[src/rtl/core/pbg_pkg.sv]
// pbg_pkg: shared constants, command and status types and the output mix
// function of the pcg32 bounded generator; depends on nothing
`timescale 1ns / 1ps

package pbg_pkg;

    localparam int unsigned STATE_W = 64;
    localparam int unsigned WORD_W  = 32;

    localparam logic [STATE_W-1:0] PCG_MULT = 64'h5851F42D4C957F2D;
    localparam logic [WORD_W-1:0]  MULT_LO  = PCG_MULT[31:0];
    localparam logic [WORD_W-1:0]  MULT_HI  = PCG_MULT[63:32];

    // controller to datapath
    typedef struct packed {
        logic load_item;
        logic start_div;
        logic div_sel_value;
        logic save_limit;
        logic start_step;
        logic load_out;
    } ctrl_cmd_t;

    // datapath to controller
    typedef struct packed {
        logic step_done;
        logic div_done;
        logic is_draw;
        logic bound_zero;
        logic reject;
    } ctrl_sts_t;

    // xsh-rr output taken from the old state
    function automatic logic [WORD_W-1:0] xsh_rr(input logic [STATE_W-1:0] old);
        logic [STATE_W-1:0] x;
        logic [WORD_W-1:0]  mixed;
        logic [5:0]         rot;
        x     = ((old >> 18) ^ old) >> 27;
        mixed = x[WORD_W-1:0];
        rot   = {1'b0, old[63:59]};
        return (mixed >> rot) | (mixed << (6'd32 - rot));
    endfunction

endpackage

[src/rtl/core/pbg_req_if.sv]
// pbg_req_if: request channel carrying a command word (reseed or draw)
// depends on pbg_pkg for field widths
`timescale 1ns / 1ps

interface pbg_req_if;
    logic                         valid;
    logic                         ready;
    logic                         cmd;
    logic [pbg_pkg::STATE_W-1:0]  seed_state;
    logic [pbg_pkg::STATE_W-1:0]  seed_sequence;
    logic [pbg_pkg::WORD_W-1:0]   bound;

    modport source (output valid, output cmd, output seed_state, output seed_sequence,
                    output bound, input ready);
    modport sink   (input valid, input cmd, input seed_state, input seed_sequence,
                    input bound, output ready);
endinterface

[src/rtl/core/pbg_rsp_if.sv]
// pbg_rsp_if: result channel carrying one value word per request
// depends on pbg_pkg for field widths
`timescale 1ns / 1ps

interface pbg_rsp_if;
    logic                        valid;
    logic                        ready;
    logic [pbg_pkg::WORD_W-1:0]  value;

    modport source (output valid, output value, input ready);
    modport sink   (input valid, input value, output ready);
endinterface

[src/rtl/core/pbg_divider.sv]
// pbg_divider: bit-serial restoring remainder unit, one bit per cycle
// depends on pbg_pkg for the word width
`timescale 1ns / 1ps

module pbg_divider (
    input  logic                       clk,
    input  logic                       rst_n,
    input  logic                       start,
    input  logic [pbg_pkg::WORD_W-1:0] dividend,
    input  logic [pbg_pkg::WORD_W-1:0] divisor,
    output logic                       done,
    output logic [pbg_pkg::WORD_W-1:0] remainder
);

    localparam int unsigned W  = pbg_pkg::WORD_W;
    localparam int unsigned CW = $clog2(W);

    logic          busy_reg;
    logic          done_reg;
    logic [CW-1:0] count_reg;
    logic [W-1:0]  rem_reg;
    logic [W-1:0]  dvd_reg;
    logic [W-1:0]  dsr_reg;

    logic [W:0]    trial;
    logic [W:0]    diff;
    logic [W-1:0]  rem_next;

    always_comb
    begin
        trial = {rem_reg, dvd_reg[W-1]};
        diff  = trial - {1'b0, dsr_reg};
        if (trial >= {1'b0, dsr_reg})
        begin
            rem_next = diff[W-1:0];
        end
        else
        begin
            rem_next = trial[W-1:0];
        end
    end

    always_ff @(posedge clk or negedge rst_n)
    begin
        if (!rst_n)
        begin
            busy_reg  <= 1'b0;
            done_reg  <= 1'b0;
            count_reg <= '0;
        end
        else
        begin
            done_reg <= 1'b0;
            if (start)
            begin
                busy_reg  <= 1'b1;
                count_reg <= CW'(W - 1);
            end
            else if (busy_reg)
            begin
                count_reg <= count_reg - 1'b1;
                if (count_reg == '0)
                begin
                    busy_reg <= 1'b0;
                    done_reg <= 1'b1;
                end
            end
        end
    end

    always_ff @(posedge clk)
    begin
        if (start)
        begin
            rem_reg <= '0;
            dvd_reg <= dividend;
            dsr_reg <= divisor;
        end
        else if (busy_reg)
        begin
            rem_reg <= rem_next;
            dvd_reg <= {dvd_reg[W-2:0], 1'b0};
        end
    end

    assign done      = done_reg;
    assign remainder = rem_reg;

endmodule

[src/rtl/core/pbg_datapath.sv]
// pbg_datapath: generator state, split 64-bit multiply step, rejection limit,
// remainder unit and result register; depends on pbg_pkg and pbg_divider
`timescale 1ns / 1ps

module pbg_datapath (
    input  logic                        clk,
    input  logic                        rst_n,
    input  logic                        in_cmd,
    input  logic [pbg_pkg::STATE_W-1:0] in_seed_state,
    input  logic [pbg_pkg::STATE_W-1:0] in_seed_sequence,
    input  logic [pbg_pkg::WORD_W-1:0]  in_bound,
    input  pbg_pkg::ctrl_cmd_t          cmd,
    output pbg_pkg::ctrl_sts_t          sts,
    output logic [pbg_pkg::WORD_W-1:0]  value
);

    localparam int unsigned SW = pbg_pkg::STATE_W;
    localparam int unsigned WW = pbg_pkg::WORD_W;

    logic [SW-1:0] state_reg;
    logic [SW-1:0] inc_reg;
    logic [SW-1:0] inc_next;
    logic          active_reg;
    logic [1:0]    phase_reg;
    logic [1:0]    mul_sel;

    logic          cmd_reg;
    logic [WW-1:0] bound_reg;
    logic [WW-1:0] rnd_reg;
    logic [WW-1:0] limit_reg;
    logic [WW-1:0] value_reg;
    logic [SW-1:0] prod_reg;
    logic [SW-1:0] acc_reg;

    logic [WW-1:0] mul_a;
    logic [WW-1:0] mul_b;
    logic [SW-1:0] prod_next;

    logic [WW-1:0] div_dividend;
    logic          div_done;
    logic [WW-1:0] div_rem;

    assign inc_next = {in_seed_sequence[SW-2:0], 1'b1};
    assign mul_sel  = cmd.start_step ? 2'd0 : phase_reg;

    // partial products of state * multiplier, only the low 64 bits are kept
    always_comb
    begin
        case (mul_sel)
            2'd1:
            begin
                mul_a = state_reg[WW-1:0];
                mul_b = pbg_pkg::MULT_HI;
            end
            2'd2:
            begin
                mul_a = state_reg[SW-1:WW];
                mul_b = pbg_pkg::MULT_LO;
            end
            default:
            begin
                mul_a = state_reg[WW-1:0];
                mul_b = pbg_pkg::MULT_LO;
            end
        endcase
        prod_next = mul_a * mul_b;
    end

    always_ff @(posedge clk or negedge rst_n)
    begin
        if (!rst_n)
        begin
            state_reg  <= '0;
            inc_reg    <= SW'(1);
            active_reg <= 1'b0;
            phase_reg  <= 2'd0;
        end
        else
        begin
            if (cmd.load_item && !in_cmd)
            begin
                // stepping from a zero state just yields the increment
                inc_reg   <= inc_next;
                state_reg <= inc_next + in_seed_state;
            end
            else if (active_reg && phase_reg == 2'd3)
            begin
                state_reg <= acc_reg + {prod_reg[WW-1:0], {WW{1'b0}}};
            end
            if (cmd.start_step)
            begin
                active_reg <= 1'b1;
                phase_reg  <= 2'd1;
            end
            else if (active_reg)
            begin
                phase_reg <= phase_reg + 2'd1;
                if (phase_reg == 2'd3)
                begin
                    active_reg <= 1'b0;
                end
            end
        end
    end

    always_ff @(posedge clk)
    begin
        prod_reg <= prod_next;
        if (cmd.load_item)
        begin
            cmd_reg   <= in_cmd;
            bound_reg <= in_bound;
        end
        if (cmd.start_step)
        begin
            rnd_reg <= pbg_pkg::xsh_rr(state_reg);
        end
        if (active_reg && phase_reg == 2'd1)
        begin
            acc_reg <= prod_reg + inc_reg;
        end
        else if (active_reg && phase_reg == 2'd2)
        begin
            acc_reg <= acc_reg + {prod_reg[WW-1:0], {WW{1'b0}}};
        end
        if (cmd.save_limit)
        begin
            limit_reg <= div_rem;
        end
        if (cmd.load_out)
        begin
            if (!cmd_reg || bound_reg == '0)
            begin
                value_reg <= '0;
            end
            else
            begin
                value_reg <= div_rem;
            end
        end
    end

    // (2^32 - n) mod n, then the accepted output mod n
    assign div_dividend = cmd.div_sel_value ? rnd_reg : (WW'(0) - bound_reg);

    pbg_divider u_divider (
        .clk       (clk),
        .rst_n     (rst_n),
        .start     (cmd.start_div),
        .dividend  (div_dividend),
        .divisor   (bound_reg),
        .done      (div_done),
        .remainder (div_rem)
    );

    assign sts.step_done  = active_reg && (phase_reg == 2'd3);
    assign sts.div_done   = div_done;
    assign sts.is_draw    = cmd_reg;
    assign sts.bound_zero = (bound_reg == '0);
    assign sts.reject     = (rnd_reg < limit_reg);
    assign value          = value_reg;

endmodule

[src/rtl/core/pbg_controller.sv]
// pbg_controller: one-hot sequencer for reseed and bounded draw words
// depends on pbg_pkg for the command and status types
`timescale 1ns / 1ps

module pbg_controller (
    input  logic               clk,
    input  logic               rst_n,
    input  logic               req_valid,
    output logic               req_ready,
    output logic               rsp_valid,
    input  logic               rsp_ready,
    input  pbg_pkg::ctrl_sts_t sts,
    output pbg_pkg::ctrl_cmd_t cmd
);

    typedef enum logic [6:0] {
        S_IDLE     = 7'b0000001,
        S_DISPATCH = 7'b0000010,
        S_LIMIT    = 7'b0000100,
        S_STEP     = 7'b0001000,
        S_CHECK    = 7'b0010000,
        S_MODV     = 7'b0100000,
        S_FINISH   = 7'b1000000
    } ctrl_state_t;

    ctrl_state_t state_reg;
    ctrl_state_t state_next;
    logic        out_valid_reg;
    logic        out_valid_next;
    logic        out_free;

    assign out_free  = !out_valid_reg || rsp_ready;
    assign req_ready = (state_reg == S_IDLE);
    assign rsp_valid = out_valid_reg;

    always_comb
    begin
        state_next = state_reg;
        cmd        = '0;
        case (state_reg)
            S_IDLE:
            begin
                if (req_valid)
                begin
                    cmd.load_item = 1'b1;
                    state_next    = S_DISPATCH;
                end
            end
            S_DISPATCH:
            begin
                if (!sts.is_draw)
                begin
                    cmd.start_step = 1'b1;
                    state_next     = S_STEP;
                end
                else if (sts.bound_zero)
                begin
                    state_next = S_FINISH;
                end
                else
                begin
                    cmd.start_div = 1'b1;
                    state_next    = S_LIMIT;
                end
            end
            S_LIMIT:
            begin
                if (sts.div_done)
                begin
                    cmd.save_limit = 1'b1;
                    cmd.start_step = 1'b1;
                    state_next     = S_STEP;
                end
            end
            S_STEP:
            begin
                if (sts.step_done)
                begin
                    state_next = S_CHECK;
                end
            end
            S_CHECK:
            begin
                if (!sts.is_draw)
                begin
                    state_next = S_FINISH;
                end
                else if (sts.reject)
                begin
                    cmd.start_step = 1'b1;
                    state_next     = S_STEP;
                end
                else
                begin
                    cmd.start_div     = 1'b1;
                    cmd.div_sel_value = 1'b1;
                    state_next        = S_MODV;
                end
            end
            S_MODV:
            begin
                cmd.div_sel_value = 1'b1;
                if (sts.div_done)
                begin
                    state_next = S_FINISH;
                end
            end
            S_FINISH:
            begin
                if (out_free)
                begin
                    cmd.load_out = 1'b1;
                    state_next   = S_IDLE;
                end
            end
            default:
            begin
                state_next = S_IDLE;
            end
        endcase
    end

    always_comb
    begin
        out_valid_next = out_valid_reg;
        if (cmd.load_out)
        begin
            out_valid_next = 1'b1;
        end
        else if (rsp_ready)
        begin
            out_valid_next = 1'b0;
        end
    end

    always_ff @(posedge clk or negedge rst_n)
    begin
        if (!rst_n)
        begin
            state_reg     <= S_IDLE;
            out_valid_reg <= 1'b0;
        end
        else
        begin
            state_reg     <= state_next;
            out_valid_reg <= out_valid_next;
        end
    end

endmodule

[src/rtl/core/pcg32_bounded_generator_unit.sv]
// pcg32 xsh-rr generator with unbiased bounded draws, one word at a time.
// time from request to result depends on the command: a reseed takes one multiply
// step, a draw with zero bound goes straight to the result, and another draw takes
// two passes of the bit-serial remainder unit and a step with its check per try.
// a new request is taken the cycle after its result reaches the output register.
// async active-low reset: state 0, increment 1, no result pending.
`timescale 1ns / 1ps

module pcg32_bounded_generator_unit (
    input  logic      clk,
    input  logic      rst_n,
    pbg_req_if.sink   req,
    pbg_rsp_if.source rsp
);

    pbg_pkg::ctrl_cmd_t cmd;
    pbg_pkg::ctrl_sts_t sts;

    pbg_controller u_controller (
        .clk       (clk),
        .rst_n     (rst_n),
        .req_valid (req.valid),
        .req_ready (req.ready),
        .rsp_valid (rsp.valid),
        .rsp_ready (rsp.ready),
        .sts       (sts),
        .cmd       (cmd)
    );

    pbg_datapath u_datapath (
        .clk              (clk),
        .rst_n            (rst_n),
        .in_cmd           (req.cmd),
        .in_seed_state    (req.seed_state),
        .in_seed_sequence (req.seed_sequence),
        .in_bound         (req.bound),
        .cmd              (cmd),
        .sts              (sts),
        .value            (rsp.value)
    );

endmodule

[src/flat_wrapper.sv]
// flat-port wrapper written by rule: the top's interface ports become plain ports
module pcg32_bounded_generator_unit_flat 
  (clk, rst_n, req_valid, req_cmd, req_seed_state, req_seed_sequence, req_bound, req_ready, rsp_valid, rsp_value, rsp_ready);
  pbg_req_if req_i ();
  pbg_rsp_if rsp_i ();
  input  logic clk;
  input  logic rst_n;
  input wire logic [$bits(req_i.valid)-1:0] req_valid;
  input wire logic [$bits(req_i.cmd)-1:0] req_cmd;
  input wire logic [$bits(req_i.seed_state)-1:0] req_seed_state;
  input wire logic [$bits(req_i.seed_sequence)-1:0] req_seed_sequence;
  input wire logic [$bits(req_i.bound)-1:0] req_bound;
  output wire logic [$bits(req_i.ready)-1:0] req_ready;
  output wire logic [$bits(rsp_i.valid)-1:0] rsp_valid;
  output wire logic [$bits(rsp_i.value)-1:0] rsp_value;
  input wire logic [$bits(rsp_i.ready)-1:0] rsp_ready;
  assign req_i.valid = req_valid;
  assign req_i.cmd = req_cmd;
  assign req_i.seed_state = req_seed_state;
  assign req_i.seed_sequence = req_seed_sequence;
  assign req_i.bound = req_bound;
  assign req_ready = req_i.ready;
  assign rsp_valid = rsp_i.valid;
  assign rsp_value = rsp_i.value;
  assign rsp_i.ready = rsp_ready;
  pcg32_bounded_generator_unit u_core (.clk(clk), .rst_n(rst_n), .req(req_i), .rsp(rsp_i));
endmodule
[config.mk]
export PLATFORM = sky130hd
export DESIGN_NAME = pcg32_bounded_generator_unit_flat
export DESIGN_NICKNAME = d
export VERILOG_FILES = /design/src/rtl/core/pbg_pkg.sv /design/src/rtl/core/pbg_req_if.sv /design/src/rtl/core/pbg_rsp_if.sv /design/src/rtl/core/pbg_divider.sv /design/src/rtl/core/pbg_datapath.sv /design/src/rtl/core/pbg_controller.sv /design/src/rtl/core/pcg32_bounded_generator_unit.sv /design/src/flat_wrapper.sv
export SDC_FILE = /design/constraint.sdc
export NUM_CORES = 2
export LEC_CHECK = 0
export ABC_AREA = 1
export BUFFER_PORTS_ARGS = -buffer_cell sky130_fd_sc_hd__buf_2
export CAP_MARGIN = 20
export CORE_MARGIN = 1
export CORE_UTILIZATION = 54
export CTS_BUF_LIST = sky130_fd_sc_hd__clkbuf_8
export DETAILED_ROUTE_END_ITERATION = 10
export HOLD_SLACK_MARGIN = 0.1
export PLACE_DENSITY = 0.75
export SLEW_MARGIN = 20
export SYNTH_ARGS = -nofsm -noshare
export SYNTH_HDL_FRONTEND = slang
export SYNTH_SLANG_ARGS = --single-unit
[constraint.sdc]
create_clock -name clk -period 24.7 [get_ports clk]
set_clock_uncertainty 0.1 [all_clocks]
set_input_delay 4.94 -clock clk [delete_from_list [all_inputs] [get_ports clk]]
set_output_delay 4.94 -clock clk [all_outputs]
set_load 0.02 [all_outputs]
==> metrics.md <==
| Metric | Value |
|---|---|
| Slew @ Worst Pin | `about 1.2 ns` |
| CTS tree | `done` |
| P&R area growth vs syn | `7.64%` |
| Synth Area in Simple Gates | `0.183` |
| Synthesized cell area | `approximately 58,000 µm²` |
| CTS Buf Count | `85` |
| Post-synthesis xor/xnor area fraction | `0.0272` |
| Post-synthesis adder-cell area fraction | `0.323` |
| Largest net degree at the start of global routing | `85` |
| I/O pin count | `between 150 and 200` |
| Dominant cell type by area after synthesis | `fa_1` |
| Clk buf depth | `3` |
| Die ar. | `between 100,000 and 150,000 µm²` |
| Slew margin rel. | `0.230` |
| Die X | `approximately 330 µm` |
| Largest family of logic cells by synthesized area | `adder cells` |
| Via count | `53,027` |
| Max Fanout on Critical Path | `51` |
| Root Buffer | `clkbuf_8` |
| Synth Instances | `7,381` |
| Post-synthesis mux area share | `0.000857` |
| Row cnt | `120` |
| Seq/Total Area, Yosys | `0.227` |
| Required time worst endpoint | `25.19 ns` |
| Nets@finish | `approximately 9,000` |
| DR pass1 iterations | `6` |
| Post-CTS setup repair buffer count | `0` |
| Async S/R FF share, synth | `0.291` |
| Total GRT Usage | `0.397` |
| Post-synthesis area per instance | `a little under 8 µm²` |
| Synth top area share | `0.184` |
| Slowest CP cell | `o21ai_2` |
| Final min period | `around 11 ns` |
| Post-synth EDFFs | `about 260` |
| Worst Hold Class | `flop to flop` |
| Global-route wire length before repair | `between 300 and 400 mm` |
| Crit-path max cell delay | `between 0.8 and 0.9 ns` |
| Aggregate global routing overflow | `0` |
| Filler cells | `slightly below 10,000` |
| CTS H-tree lvls | `3` |
| CTS Sinks | `498` |
| Seq. cell area | `13,300 µm²` |
| Post_cts resized | `0` |
| Antenna-violating nets left | `0` |
| Initial Utilization | `0.545` |
| Slew Viols, Final | `0` |
| Distinct cells, synth | `68` |
| DRC viols | `0` |
| Fin. Hold Viols | `0` |
| Critical path class | `flop to flop` |
| Multi-input gate area | `around 39,000 µm²` |
| Hpwl dp | `185 mm` |
| CP startpoint kind | `flop` |
| Wire per inst | `24.1 µm` |
| Clk Latency, worst-skew pair | `between 0.7 and 0.8 ns` |
| Share of cells above drive strength 1 | `0.0722` |
| Vias in the first global route | `about 52,000` |
| Crit share post-route | `0.452` |
| Initial antenna violation count | `3` |
| Worst EP arrival | `11.66 ns` |
| Syn. warnings | `0` |
| CP endpoint kind | `flop` |
| Worst path most repeated cell | `fa_1` |
| Port buffer count | `197` |
| CORE AREA | `107,000 µm²` |
| Ys flop type | `edfxtp_1` |
| GP Congestion | `roughly 1.1` |
| RSZ-0062 raised after global routing | `false` |
| Total routed wirelength | `about 220 mm` |
| Max_cap viols | `0` |
| Die Height | `331 µm` |
| Iter 0 DRT Violations | `between 5,000 and 6,000` |
| Post-synthesis compound-gate area fraction | `0.134` |
| # setup viols final | `0` |
| Number of synthesized register bits | `~500` |
| Max Fclk | `roughly 90 MHz` |
| Largest cells by area after synthesis | `fa_1 (18%), ha_1 (14%), edfxtp_1 (13%)` |
| Fin Setup TNS | `0 ns` |
| Cts hold-fix bufs | `0` |
| Number of vias per cell | `around 5.8` |
| Status | `completed` |
| Clk pin slew, worst setup/hold paths | `roughly 0.07 ns` |
## cell usage in the layout, fill, tap and decap left out, types with 8 or more instances in the layout
cell type	instances
inv_1	1437
nand2_1	1376
nor2_1	655
ha_1	647
o21ai_0	542
fa_1	538
a21oi_1	401
nand3_1	270
edfxtp_1	257
buf_2	196
dfrtp_1	144
xor2_1	106
clkbuf_8	99
dfxtp_1	96
o211ai_1	80
xnor2_1	74
a31oi_1	59
nor3_1	58
buf_4	53
a21o_1	51
nand4_1	46
inv_2	43
o21bai_1	42
or2_2	40
conb_1	31
o21a_1	30
nor4_1	27
o221ai_1	27
o21ai_2	21
a21boi_0	21
o22ai_1	20
nand2_2	19
nor2_4	16
a221oi_1	15
nand3b_1	14
o21ai_1	12
clkinv_2	10
a211oi_1	9
clkinv_1	8
## routing by layer
metal	routed length, µm	track usage	vias up	share of wire
li1	-	-	24266	-
met1	90000	0.537	25489	0.41
met2	96000	0.609	2735	0.44
met3	21200	0.0861	533	0.097
met4	11400	0.182	4	0.052
met5	149	0.00913	-	0.00068
## synthesized netlist by cell type, types with 59 or more instances
master and count:
nand3_1 270, a21oi_1 401, nand2_1 1378, dfxtp_1 96
nor2_1 659, o21ai_0 542, dfrtp_1 144, a31oi_1 59
edfxtp_1 257, clkbuf_1 96, xnor2_1 75, o211ai_1 80
xor2_1 106, inv_1 1413, ha_1 647, fa_1 538
## cell families after synthesis
| logic type | Yosys count |
|---|---|
| buf+inv | 1599 |
| fa+ha+maj | 1185 |
| mux | 5 |
| flops | 498 |
| xor+xnor | 181 |
| simple gates | 2560 |
| other cells | 2 |
| compound gates | 1351 |
## worst max-delay path: cells and delay by family (launching register included)
| family | cells | cell delay (ns) |
|---|---|---|
| flops | 1 | 0.42 |
| fa+ha+maj | 10 | 4.63 |
| compound gates | 7 | 2.09 |
| buf+inv | 7 | 1.33 |
| simple gates | 9 | 2.16 |
| xor+xnor | 1 | 0.20 |
## through the flow
stage / util / setup WS (ns) / cells / area, µm² / hold WS [ns]
final: 0.587 / 13.53 / 9082 / 62800 / 0.361
after global routing: 0.587 / 13.17 / 9082 / 62800 / 0.387
after CTS: 0.587 / 13.67 / 9081 / 62800 / 0.359
after detailed placement: 0.571 / 13.78 / 8923 / 61100 / 0.343
after global placement: 0.571 / 13.89 / 8923 / 61100 / 0.334
after floorplan: - / 16.29 / 7410 / 58500 / 0.326
## final cells by class
class	count	share of cell area
Clock buffer	99	0.0217
Multi-Input combinational cell	5313	0.624
Clock inverter	59	0.00635
Timing Repair Buffer	250	0.0221
Antenna cell	1	0.0000398
Tap cell	1403	0.0279
Inverter	1459	0.0872
Sequential cell	498	0.211
## path summary, 6_finish.rpt
kind	startpoint	to	slack [ns]	cells past startpoint
max reg2reg	u_core.u_datapath.rnd_reg[30]	u_core.u_datapath.prod_reg[52]	13.53	34
max	u_core.u_datapath.rnd_reg[30]	u_core.u_datapath.prod_reg[52]	13.53	34
min reg2reg	u_core.u_datapath.acc_reg[2]	u_core.u_datapath.state_reg[2]	0.36	2
min	u_core.u_datapath.acc_reg[2]	u_core.u_datapath.state_reg[2]	0.36	2
max in group asynchronous	rst_n	u_core.u_datapath.u_divider.count_reg[2]	18.83	2
min in group asynchronous	rst_n	u_core.u_datapath.state_reg[26]	4.14	1
Power is left out: the tool's default activity adds up to more than one toggle a clock period on the data nets, which glitch-free logic cannot reach.
